File: src/rtl/hpdc_pkg.sv
// Shared types, constant tables and the divider split for the HDMI PLL divider search.
// No dependencies; imported by every other file in rtl/.
package hpdc_pkg;

    localparam int PCLK_W = 20;
    localparam int DIV_W  = 7;
    localparam int X_W    = 27;   // pixel clock times divider
    localparam int BX_W   = 21;   // a fitting product stays below 2^21
    localparam int DIFF_W = 17;   // a fitting distance from centre is below 115200
    localparam int RCP_W  = 11;
    localparam int DEV_W  = 10;
    localparam int K_W    = 8;
    localparam int INT_W  = 9;
    localparam int REM_W  = 13;
    localparam int FRAC_W = 15;
    localparam int FP_W   = 39;
    localparam int Y_W    = REM_W + 9;

    localparam int N_EVEN = 36;
    localparam int N_ODD  = 7;
    localparam int N_CTR  = 3;
    localparam int IDX_W  = $clog2(N_EVEN);
    localparam int OIDX_W = $clog2(N_ODD);
    localparam int CTR_W  = 2;

    typedef logic [DIV_W-1:0] t_div;

    localparam t_div EVEN_DIVS [N_EVEN] = '{
        7'd4,  7'd6,  7'd8,  7'd10, 7'd12, 7'd14, 7'd16, 7'd18, 7'd20, 7'd24, 7'd28, 7'd30,
        7'd32, 7'd36, 7'd40, 7'd42, 7'd44, 7'd48, 7'd52, 7'd54, 7'd56, 7'd60, 7'd64, 7'd66,
        7'd68, 7'd70, 7'd72, 7'd76, 7'd78, 7'd80, 7'd84, 7'd88, 7'd90, 7'd92, 7'd96, 7'd98
    };
    localparam t_div ODD_DIVS [N_ODD] = '{7'd3, 7'd5, 7'd7, 7'd9, 7'd15, 7'd21, 7'd35};

    // Centres scaled down by 5000 (AFE factor): centre = K * 10000, so dev = |x - centre| / K.
    localparam logic [BX_W-1:0]   CTR_X   [N_CTR] = '{21'd1680000, 21'd1800000, 21'd1920000};
    localparam logic [K_W-1:0]    CTR_K   [N_CTR] = '{8'd168, 8'd180, 8'd192};
    localparam logic [DIFF_W-1:0] LIM_LO  [N_CTR] = '{17'd100800, 17'd108000, 17'd115200};
    localparam logic [DIFF_W-1:0] LIM_HI  [N_CTR] = '{17'd16800, 17'd18000, 17'd19200};
    localparam logic [CTR_W-1:0]  CTR_CODE[N_CTR] = '{2'd3, 2'd1, 2'd0};

    // floor(2^s / K) reciprocals; s chosen above the numerator range so one fix-up suffices
    localparam int DEV_SHIFT = 18;
    localparam logic [RCP_W-1:0] DEV_RECIP [N_CTR] = '{11'd1560, 11'd1456, 11'd1365};
    localparam logic [DEV_W-1:0] DEV_START = 10'd600;

    localparam int INT_SHIFT  = 22;
    localparam logic [12:0] INT_DIV   = 13'd4800;
    localparam logic [9:0]  INT_RECIP = 10'd873;
    localparam int FRAC_SHIFT = 23;
    localparam logic [6:0]  FRAC_DIV   = 7'd75;
    localparam logic [16:0] FRAC_RECIP = 17'd111848;

    localparam logic [1:0] KCODE_NONE = 2'd0;
    localparam logic [1:0] KCODE_K1   = 2'd3;
    localparam logic [1:0] KCODE_K2   = 2'd1;
    localparam logic [1:0] KCODE_K3   = 2'd2;
    localparam logic [2:0] PCODE_NONE = 3'd0;
    localparam logic [2:0] PCODE_P2   = 3'd1;
    localparam logic [2:0] PCODE_P3   = 3'd2;
    localparam logic [2:0] PCODE_P5   = 3'd3;
    localparam logic [2:0] PCODE_P7   = 3'd4;

    typedef enum logic [3:0] {
        ST_IDLE, ST_EVEN, ST_EVEN_DRAIN, ST_ODD, ST_ODD_DRAIN,
        ST_INT_MUL, ST_INT_FIX, ST_FRAC_MUL, ST_FRAC_FIX, ST_DONE
    } t_state;

    typedef struct packed {
        logic             clear;
        logic             issue;
        logic             odd;
        logic [CTR_W-1:0] ctr;
        logic [IDX_W-1:0] idx;
        logic             int_mul;
        logic             int_fix;
        logic             frac_mul;
        logic             frac_fix;
    } t_cmd;

    typedef struct packed {
        logic pipe_empty;
        logic hit;
    } t_status;

    typedef struct packed {
        logic [7:0] qratio;
        logic       qen;
        logic [1:0] kcode;
        logic [2:0] pcode;
    } t_split;

    function automatic t_split split_div(input t_div d);
        logic [5:0] h;
        logic [2:0] p0;
        logic [5:0] p1;
        logic [2:0] p2;
        t_split     s;
        h  = d[6:1];
        p0 = '0;
        p1 = '0;
        p2 = '0;
        if (d[0]) begin
            unique case (d)
                7'd3:    begin p0 = 3'd3; p1 = 6'd1; p2 = 3'd1; end
                7'd9:    begin p0 = 3'd3; p1 = 6'd1; p2 = 3'd3; end
                7'd5:    begin p0 = 3'd5; p1 = 6'd1; p2 = 3'd1; end
                7'd7:    begin p0 = 3'd7; p1 = 6'd1; p2 = 3'd1; end
                7'd15:   begin p0 = 3'd3; p1 = 6'd1; p2 = 3'd5; end
                7'd21:   begin p0 = 3'd7; p1 = 6'd1; p2 = 3'd3; end
                7'd35:   begin p0 = 3'd7; p1 = 6'd1; p2 = 3'd5; end
                default: begin p0 = '0;   p1 = '0;   p2 = '0;   end
            endcase
        end else if (h == 6'd1 || h == 6'd2 || h == 6'd3 || h == 6'd5) begin
            p0 = 3'd2;
            p1 = 6'd1;
            p2 = h[2:0];
        end else if (!h[0]) begin
            p0 = 3'd2;
            p1 = {1'b0, h[5:1]};
            p2 = 3'd2;
        end else begin
            // odd half: factor 3 takes precedence over 7
            unique case (h)
                6'd9:    begin p0 = 3'd3; p1 = 6'd3;  end
                6'd15:   begin p0 = 3'd3; p1 = 6'd5;  end
                6'd21:   begin p0 = 3'd3; p1 = 6'd7;  end
                6'd27:   begin p0 = 3'd3; p1 = 6'd9;  end
                6'd33:   begin p0 = 3'd3; p1 = 6'd11; end
                6'd39:   begin p0 = 3'd3; p1 = 6'd13; end
                6'd45:   begin p0 = 3'd3; p1 = 6'd15; end
                6'd7:    begin p0 = 3'd7; p1 = 6'd1;  end
                6'd35:   begin p0 = 3'd7; p1 = 6'd5;  end
                6'd49:   begin p0 = 3'd7; p1 = 6'd7;  end
                default: begin p0 = '0;   p1 = '0;    end
            endcase
            p2 = (p0 != '0) ? 3'd2 : '0;
        end
        s.qen    = (p1 > 6'd1);
        s.qratio = s.qen ? {2'b00, p1} : '0;
        unique case (p2)
            3'd1:    s.kcode = KCODE_K1;
            3'd2:    s.kcode = KCODE_K2;
            3'd3:    s.kcode = KCODE_K3;
            default: s.kcode = KCODE_NONE;
        endcase
        unique case (p0)
            3'd2:    s.pcode = PCODE_P2;
            3'd3:    s.pcode = PCODE_P3;
            3'd5:    s.pcode = PCODE_P5;
            3'd7:    s.pcode = PCODE_P7;
            default: s.pcode = PCODE_NONE;
        endcase
        return s;
    endfunction

endpackage

File: src/rtl/hpdc_ctrl.sv
// Sequencer for the divider search: walks centres and divider lists, then the DCO steps.
// Depends on hpdc_pkg.
module hpdc_ctrl (
    input  logic              i_clk,
    input  logic              i_rst_n,
    input  logic              start,
    output logic              busy,
    output logic              o_valid,
    input  hpdc_pkg::t_status i_status,
    output hpdc_pkg::t_cmd    o_cmd
);
    import hpdc_pkg::*;

    t_state           r_state, n_state;
    logic [CTR_W-1:0] r_ctr, n_ctr;
    logic [IDX_W-1:0] r_idx, n_idx;

    always_ff @(posedge i_clk) begin
        if (!i_rst_n) begin
            r_state <= ST_IDLE;
            r_ctr   <= '0;
            r_idx   <= '0;
        end else begin
            r_state <= n_state;
            r_ctr   <= n_ctr;
            r_idx   <= n_idx;
        end
    end

    always_comb begin
        n_state = r_state;
        n_ctr   = r_ctr;
        n_idx   = r_idx;
        o_cmd   = '0;
        o_cmd.ctr = r_ctr;
        o_cmd.idx = r_idx;
        unique case (r_state)
            ST_IDLE: begin
                if (start) begin
                    o_cmd.clear = 1'b1;
                    n_ctr   = '0;
                    n_idx   = '0;
                    n_state = ST_EVEN;
                end
            end
            ST_EVEN, ST_ODD: begin
                o_cmd.issue = 1'b1;
                o_cmd.odd   = (r_state == ST_ODD);
                if ((r_state == ST_EVEN && r_idx == IDX_W'(N_EVEN - 1)) ||
                    (r_state == ST_ODD  && r_idx == IDX_W'(N_ODD - 1))) begin
                    n_idx = '0;
                    if (r_ctr == CTR_W'(N_CTR - 1)) begin
                        n_ctr   = '0;
                        n_state = (r_state == ST_EVEN) ? ST_EVEN_DRAIN : ST_ODD_DRAIN;
                    end else begin
                        n_ctr = r_ctr + 1'b1;
                    end
                end else begin
                    n_idx = r_idx + 1'b1;
                end
            end
            ST_EVEN_DRAIN: begin
                if (i_status.pipe_empty) begin
                    n_state = i_status.hit ? ST_INT_MUL : ST_ODD;
                end
            end
            ST_ODD_DRAIN: begin
                if (i_status.pipe_empty) begin
                    n_state = i_status.hit ? ST_INT_MUL : ST_DONE;
                end
            end
            ST_INT_MUL: begin
                o_cmd.int_mul = 1'b1;
                n_state = ST_INT_FIX;
            end
            ST_INT_FIX: begin
                o_cmd.int_fix = 1'b1;
                n_state = ST_FRAC_MUL;
            end
            ST_FRAC_MUL: begin
                o_cmd.frac_mul = 1'b1;
                n_state = ST_FRAC_FIX;
            end
            ST_FRAC_FIX: begin
                o_cmd.frac_fix = 1'b1;
                n_state = ST_DONE;
            end
            ST_DONE: begin
                n_state = ST_IDLE;
            end
            default: begin
                n_state = ST_IDLE;
            end
        endcase
    end

    assign busy    = (r_state != ST_IDLE);
    assign o_valid = (r_state == ST_DONE);

endmodule

File: src/rtl/hpdc_dpath.sv
// Datapath: four-stage candidate pipeline with best tracking, then DCO integer/fraction.
// Depends on hpdc_pkg.
module hpdc_dpath (
    input  logic                           i_clk,
    input  logic                           i_rst_n,
    input  logic [hpdc_pkg::PCLK_W-1:0]    i_pixel_clock_khz,
    input  hpdc_pkg::t_cmd                 i_cmd,
    output hpdc_pkg::t_status              o_status,
    output logic                           o_found,
    output logic [hpdc_pkg::DIV_W-1:0]     o_output_divider,
    output logic [hpdc_pkg::CTR_W-1:0]     o_central_freq_sel,
    output logic [hpdc_pkg::INT_W-1:0]     o_dco_integer,
    output logic [hpdc_pkg::FRAC_W-1:0]    o_dco_fraction,
    output logic [7:0]                     o_qdiv_ratio,
    output logic                           o_qdiv_enable,
    output logic [1:0]                     o_kdiv_code,
    output logic [2:0]                     o_pdiv_code
);
    import hpdc_pkg::*;

    logic [PCLK_W-1:0] r_pclk;

    logic              r_s1_v, r_s2_v, r_s3_v, r_s4_v;
    logic [X_W-1:0]    r_s1_x;
    logic [BX_W-1:0]   r_s2_x, r_s3_x, r_s4_x;
    t_div              r_s1_d, r_s2_d, r_s3_d, r_s4_d;
    logic [CTR_W-1:0]  r_s1_c, r_s2_c, r_s3_c, r_s4_c;
    logic [DIFF_W-1:0] r_s2_diff, r_s3_diff;
    logic [DIFF_W+RCP_W-1:0] r_s3_prod;
    logic [DEV_W-1:0]  r_s4_dev;

    logic              r_hit;
    logic [DEV_W-1:0]  r_best_dev;
    t_div              r_bd;
    logic [CTR_W-1:0]  r_bc;
    logic [BX_W-1:0]   r_bx;

    logic [FP_W-1:0]   r_fprod;
    logic [INT_W-1:0]  r_int;
    logic [REM_W-1:0]  r_rem;
    logic [FRAC_W-1:0] r_frac;

    t_div              s0_d;
    logic              s1_hi, s1_ok;
    logic [X_W-1:0]    s1_cx, s1_diff;
    logic [DEV_W-1:0]  s3_q;
    logic [DIFF_W-1:0] s3_r;
    logic [INT_W-1:0]  f_iq;
    logic [BX_W-1:0]   f_ir;
    logic [Y_W-1:0]    f_y;
    logic [FRAC_W-1:0] f_fq;
    logic [Y_W-1:0]    f_fr;
    t_split            sp;

    assign s0_d = i_cmd.odd ? ODD_DIVS[i_cmd.idx[OIDX_W-1:0]] : EVEN_DIVS[i_cmd.idx];

    always_comb begin
        s1_cx   = X_W'(CTR_X[r_s1_c]);
        s1_hi   = (r_s1_x > s1_cx);
        s1_diff = s1_hi ? (r_s1_x - s1_cx) : (s1_cx - r_s1_x);
        s1_ok   = s1_hi ? (s1_diff < X_W'(LIM_HI[r_s1_c]))
                        : (s1_diff < X_W'(LIM_LO[r_s1_c]));
    end

    // reciprocal quotient may be one short
    always_comb begin
        s3_q = r_s3_prod[DEV_SHIFT +: DEV_W];
        s3_r = r_s3_diff - DIFF_W'(DIFF_W'(s3_q) * DIFF_W'(CTR_K[r_s3_c]));
    end

    always_comb begin
        f_iq = r_fprod[INT_SHIFT +: INT_W];
        f_ir = r_bx - BX_W'(BX_W'(f_iq) * BX_W'(INT_DIV));
        f_y  = {r_rem, 9'b0};
        f_fq = r_fprod[FRAC_SHIFT +: FRAC_W];
        f_fr = f_y - Y_W'(Y_W'(f_fq) * Y_W'(FRAC_DIV));
    end

    always_ff @(posedge i_clk) begin
        if (!i_rst_n) begin
            r_s1_v <= 1'b0;
            r_s2_v <= 1'b0;
            r_s3_v <= 1'b0;
            r_s4_v <= 1'b0;
            r_hit  <= 1'b0;
            r_best_dev <= DEV_START;
        end else begin
            r_s1_v <= i_cmd.issue;
            r_s2_v <= r_s1_v & s1_ok;
            r_s3_v <= r_s2_v;
            r_s4_v <= r_s3_v;
            if (i_cmd.clear) begin
                r_hit      <= 1'b0;
                r_best_dev <= DEV_START;
            end else if (r_s4_v && r_s4_dev <= r_best_dev) begin
                r_hit      <= 1'b1;
                r_best_dev <= r_s4_dev;
            end
        end
    end

    always_ff @(posedge i_clk) begin
        if (i_cmd.clear) begin
            r_pclk <= i_pixel_clock_khz;
        end
        r_s1_x <= X_W'(r_pclk) * X_W'(s0_d);
        r_s1_d <= s0_d;
        r_s1_c <= i_cmd.ctr;

        r_s2_diff <= s1_diff[DIFF_W-1:0];
        r_s2_x    <= r_s1_x[BX_W-1:0];
        r_s2_d    <= r_s1_d;
        r_s2_c    <= r_s1_c;

        r_s3_prod <= (DIFF_W+RCP_W)'(r_s2_diff) * (DIFF_W+RCP_W)'(DEV_RECIP[r_s2_c]);
        r_s3_diff <= r_s2_diff;
        r_s3_x    <= r_s2_x;
        r_s3_d    <= r_s2_d;
        r_s3_c    <= r_s2_c;

        r_s4_dev <= (s3_r >= DIFF_W'(CTR_K[r_s3_c])) ? s3_q + 1'b1 : s3_q;
        r_s4_x   <= r_s3_x;
        r_s4_d   <= r_s3_d;
        r_s4_c   <= r_s3_c;

        if (!i_cmd.clear && r_s4_v && r_s4_dev <= r_best_dev) begin
            r_bd <= r_s4_d;
            r_bc <= r_s4_c;
            r_bx <= r_s4_x;
        end

        if (i_cmd.int_mul) begin
            r_fprod <= FP_W'(r_bx) * FP_W'(INT_RECIP);
        end else if (i_cmd.frac_mul) begin
            r_fprod <= FP_W'(f_y) * FP_W'(FRAC_RECIP);
        end
        if (i_cmd.int_fix) begin
            if (f_ir >= BX_W'(INT_DIV)) begin
                r_int <= f_iq + 1'b1;
                r_rem <= REM_W'(f_ir - BX_W'(INT_DIV));
            end else begin
                r_int <= f_iq;
                r_rem <= REM_W'(f_ir);
            end
        end
        if (i_cmd.frac_fix) begin
            r_frac <= (f_fr >= Y_W'(FRAC_DIV)) ? f_fq + 1'b1 : f_fq;
        end
    end

    assign o_status.pipe_empty = !(r_s1_v | r_s2_v | r_s3_v | r_s4_v);
    assign o_status.hit        = r_hit;

    assign sp = split_div(r_bd);

    assign o_found            = r_hit;
    assign o_output_divider   = r_hit ? r_bd : '0;
    assign o_central_freq_sel = r_hit ? CTR_CODE[r_bc] : '0;
    assign o_dco_integer      = r_hit ? r_int : '0;
    assign o_dco_fraction     = r_hit ? r_frac : '0;
    assign o_qdiv_ratio       = r_hit ? sp.qratio : '0;
    assign o_qdiv_enable      = r_hit ? sp.qen : 1'b0;
    assign o_kdiv_code        = r_hit ? sp.kcode : '0;
    assign o_pdiv_code        = r_hit ? sp.pcode : '0;

endmodule

File: src/rtl/hdmi_pll_divider_calc_top.sv
// Top level of the HDMI PLL divider search: sequencer plus datapath.
// Depends on hpdc_pkg, hpdc_ctrl and hpdc_dpath.
//
//  channel  | handshake             | payload
//  ---------+-----------------------+-----------------------------------------
//  item in  | start & !busy         | i_pixel_clock_khz
//  item out | o_valid, one cycle    | o_found, o_output_divider, ... o_pdiv_code
//
// One candidate enters the four-stage deviation pipeline per cycle (108 even, 21 odd);
// each list drains until its last fitting candidate has left the pipeline, and the odd
// list is searched only when no even divider fits. If a candidate fitted, an integer
// reciprocal multiply and fix-up, then a fraction multiply and fix-up, form the DCO
// integer and fraction.
// Reset is synchronous, active low, and returns the sequencer to idle.
// Results cannot be stalled; busy drops the cycle after o_valid.
module hdmi_pll_divider_calc_top (
    input  logic                          i_clk,
    input  logic                          i_rst_n,
    input  logic                          start,
    output logic                          busy,
    input  logic [hpdc_pkg::PCLK_W-1:0]   i_pixel_clock_khz,
    output logic                          o_valid,
    output logic                          o_found,
    output logic [hpdc_pkg::DIV_W-1:0]    o_output_divider,
    output logic [hpdc_pkg::CTR_W-1:0]    o_central_freq_sel,
    output logic [hpdc_pkg::INT_W-1:0]    o_dco_integer,
    output logic [hpdc_pkg::FRAC_W-1:0]   o_dco_fraction,
    output logic [7:0]                    o_qdiv_ratio,
    output logic                          o_qdiv_enable,
    output logic [1:0]                    o_kdiv_code,
    output logic [2:0]                    o_pdiv_code
);
    import hpdc_pkg::*;

    t_cmd    cmd;
    t_status status;

    hpdc_ctrl u_ctrl (
        .i_clk    (i_clk),
        .i_rst_n  (i_rst_n),
        .start    (start),
        .busy     (busy),
        .o_valid  (o_valid),
        .i_status (status),
        .o_cmd    (cmd)
    );

    hpdc_dpath u_dpath (
        .i_clk              (i_clk),
        .i_rst_n            (i_rst_n),
        .i_pixel_clock_khz  (i_pixel_clock_khz),
        .i_cmd              (cmd),
        .o_status           (status),
        .o_found            (o_found),
        .o_output_divider   (o_output_divider),
        .o_central_freq_sel (o_central_freq_sel),
        .o_dco_integer      (o_dco_integer),
        .o_dco_fraction     (o_dco_fraction),
        .o_qdiv_ratio       (o_qdiv_ratio),
        .o_qdiv_enable      (o_qdiv_enable),
        .o_kdiv_code        (o_kdiv_code),
        .o_pdiv_code        (o_pdiv_code)
    );

endmodule
File: config.mk
export PLATFORM = sky130hd
export DESIGN_NAME = hdmi_pll_divider_calc_top
export DESIGN_NICKNAME = d
export VERILOG_FILES = /design/src/rtl/hpdc_pkg.sv /design/src/rtl/hpdc_ctrl.sv /design/src/rtl/hpdc_dpath.sv /design/src/rtl/hdmi_pll_divider_calc_top.sv
export SDC_FILE = /design/constraint.sdc
export NUM_CORES = 2
export LEC_CHECK = 0
export ABC_AREA = 1
export ABC_CLOCK_PERIOD_IN_PS = 7700
export BUFFER_PORTS_ARGS = -buffer_cell sky130_fd_sc_hd__clkbuf_2
export CORE_UTILIZATION = 62
export CTS_BUF_LIST = sky130_fd_sc_hd__clkbuf_8
export DETAILED_ROUTE_END_ITERATION = 7
export PLACE_DENSITY = 0.79
export SETUP_SLACK_MARGIN = 0.4
export SLEW_MARGIN = 0
export SYNTH_ARGS = -nofsm -noshare
export SYNTH_HDL_FRONTEND = slang
export SYNTH_SLANG_ARGS = --single-unit
export TNS_END_PERCENT = 5
File: constraint.sdc
create_clock -name i_clk -period 7.7 [get_ports i_clk]
set_input_delay 0.385 -clock i_clk [delete_from_list [all_inputs] [get_ports i_clk]]
set_output_delay 0.385 -clock i_clk [all_outputs]
set_load 0.05 [all_outputs]
==> run metrics <==
largest net degree at the start of global routing 35; core footprint around 58,000 sq um; count of input and output buffers ~70; vias in the first global route between 20,000 and 30,000; largest family of logic cells by synthesized area adder cells; slew margin rel. between 10% and 20%; clock sink count 310; Worst Clk Skew 0.0532 ns; Synth Area in Compound Gates 7.54%; worst path required time 8.18 ns; RSZ-0062 raised after global routing no; xor/xnor share of the synthesized area 3.95%; Final Cycle Share about 86%; H-tree depth 2; Post-DRT Antenna Nets 0; Max Root-Sink Buffers 3; critical path's largest stage delay 0.58 ns; status finished clean; GRT overflow 0; layout cells sized above 1 4.61%; asr flop ratio synth 0%; Period minus WS final 6.64 ns; max_cap viols 0; total wire length 87,100 microns; routed len/inst 16.4 microns; Crit. End Element flip-flop; DR pass1 iterations 6; initial core utilization a little over three fifths; pin slew with the least headroom to its limit 1.24 ns; slowest stage cell, crit path fa_1; first-pass GRT wire length 143,000 microns; CTS root buffer clkbuf_8; Slew Viols, Final 0; HPWL after DPL 73,100 microns; mux share of post-synthesis cell area 0.0274%; fillers 4,740; Layout Nets around 5,500; Post-route DRC 0; #FFs+latches synth 310; Synth Instances 4,415; adder-cell share of the synthesized area 41.4%; antenna violations before repair 2; Primary FF master, synth dfxtp_1; Fmax about 150 MHz; Ys Warns 0; CP delay by family, top adder cells; Overall Global Routing Usage between 30% and 40%; CTS tree yes; Synth Area per Inst 8.27 sq um; Simple-Gate Fraction of Synth Area between 15 and 20%; Post-Syn Area 36,500 sq um; Hold Fails Final Rpt 0; vias 28,500; I/O Pins 73; number of setup violations in the final report 0; Yosys cell types 62; Initial DRC Count 2,030; worst min-delay path class reg2reg; CP arrival 7.12 ns; final setup TNS 0 ns; Core Rows 88; latest clock arrival within the worst-skew pair 0.65 ns; number of flops mapped to enable cells by yosys 96; CP bufs+invs 5; Chip Width 245 microns; CTS clk-pin slew, worst paths 0.07 ns; setup bufs post-CTS 0; via/cell ratio 5.36; DIE HEIGHT 245 microns; Routability Congestion 0.960; Area Growth Syn to Fin 6.63%; R2R setup slack 1.06 ns; Worst setup SP type flip-flop; Num CTS Buffers 50; most used cell, CP nand2_1; Setup CP Type reg2reg; Die ar. ~60,000 sq um; sequential share of the synthesized area 19.6%; Critical Path Fanout Max 16
## metrics by stage
step                instance area, sq um  std cells  hold WS (ns)  setup WS [ns]  utilization [%]
floorplan                          36500       4417         0.310           1.90                -
global placement                   37600       5202         0.310          0.991             65.0
detailed placement                 37600       5202         0.312          0.836             65.0
CTS                                38900       5316         0.280          0.800             67.2
global route                       38900       5317         0.312          0.488             67.2
finish                             38900       5317         0.312           1.06             67.2
## cells in the mapped netlist, types with 3 or more instances
cell type,number,area [sq um]
nand2_2,10,62.6
nor2_2,7,43.8
a21o_1,15,113
o21ai_2,3,26.3
a211oi_1,9,67.6
nand4_1,51,319
buf_6,4,45.0
nand3_2,3,30.0
a21oi_2,6,52.6
nand3b_1,7,52.6
nor2_1,344,1290
o21ai_1,8,40.0
clkbuf_1,38,143
o21a_1,6,45.0
a21boi_0,8,60.1
xor2_1,111,972
nor3_1,38,190
o31ai_1,4,30.0
a31oi_1,7,43.8
dfxtp_1,214,4280
fa_1,423,8470
o2111ai_1,5,43.8
clkinv_1,7,26.3
xnor2_1,50,438
inv_1,1025,3850
a21oi_1,230,1150
o21bai_1,18,135
nand3_1,147,736
buf_4,4,30.0
edfxtp_1,96,2880
nand2_1,766,2880
o21ai_0,133,666
o221ai_1,4,35.0
o211ai_1,18,135
buf_2,9,45.0
or2_2,4,25.0
ha_1,533,6670
inv_2,4,15.0
nor4_1,14,87.6
and2_1,4,25.0
## cells by family (layout without fill, tap and decap cells)
family,after synthesis,after routing
flip-flops,310,310
XOR/XNOR,163,163
buffers and inverters,1093,1227
other,1,4
AO/OA/AOI/OAI,486,486
adder cells (fa/ha/maj),956,956
AND/OR/NAND/NOR,1405,1405
multiplexers,1,1
## path summary, 6_finish.rpt
| path | startpoint | to | depth (start not counted) |
|---|---|---|---|
| max | u_ctrl.r_idx[1] | u_dpath.r_s1_x[25] | 29 |
| min | u_dpath.r_s2_x[13] | u_dpath.r_s3_x[13] | 0 |
| max reg2reg | u_ctrl.r_idx[1] | u_dpath.r_s1_x[25] | 29 |
| min reg2reg | u_dpath.r_s2_x[13] | u_dpath.r_s3_x[13] | 0 |
## flip-flops by register name, indices dropped and copies added (netlist names), 9 cells and up
signal / cells
u_dpath.r_rem: 13
u_dpath.r_s1_x: 27
u_dpath.r_s4_x: 21
u_dpath.r_s2_x: 21
u_dpath.r_int: 9
u_dpath.r_bx: 21
u_dpath.r_s3_prod: 10
u_dpath.r_fprod: 16
u_dpath.r_s3_diff: 17
u_dpath.r_best_dev: 10
u_dpath.r_s3_x: 21
u_dpath.r_pclk: 20
u_dpath.r_s2_diff: 17
u_dpath.r_frac: 15
u_dpath.r_s4_dev: 10
## cell usage in the layout (no fill, tap or decap), drive strengths merged, types with 5 or more instances in the layout
cell and instances:
nand2 777, nor3 40, dlygate4sd3 21, a21boi 10
o2111ai 5, inv 1046, nand3 150, clkbuf 128
a211oi 9, a31oi 7, ha 533, fa 423
o21ai 144, nand4 52, a21o 15, nor2 351
xor2 113, clkinv 17, buf 8, edfxtp 96
nand3b 7, dfxtp 214, nor4 14, o211ai 18
a21oi 236, o21bai 18, o21a 6, xnor2 50
or2 5
## layer usage
layer,global-route usage [%],vias to the layer above,share of wire [%]
met5,0,-,0
met2,52.6,967,49
met1,36.5,13300,40
li1,-,14000,-
met3,4.08,211,6.1
met4,14.0,0,4.9
## cell type report
class | instances | area [sq um] | area share [%]
Inverter | 1036 | 3890 | 9.99
Antenna cell | 1 | 2.50 | 0.00643
Sequential cell | 310 | 7170 | 18.4
Clock buffer | 59 | 812 | 2.09
Multi-Input combinational cell | 3014 | 25200 | 64.7
Timing Repair Buffer | 98 | 616 | 1.58
Clock inverter | 34 | 289 | 0.742
Tap cell | 765 | 957 | 2.46
## what timing repair did
| action | 4_1_cts | 5_1_grt |
|---|---|---|
| gates resized for setup | 0 | 1 |
| endpoints found under the hold margin | 22 | 0 |
| endpoints found under the setup margin | 0 | 5 |
| hold buffers | 21 | 0 |
Power is not shown: default switching activity piles up to over one toggle a cycle in this logic, so the estimate is an artifact.
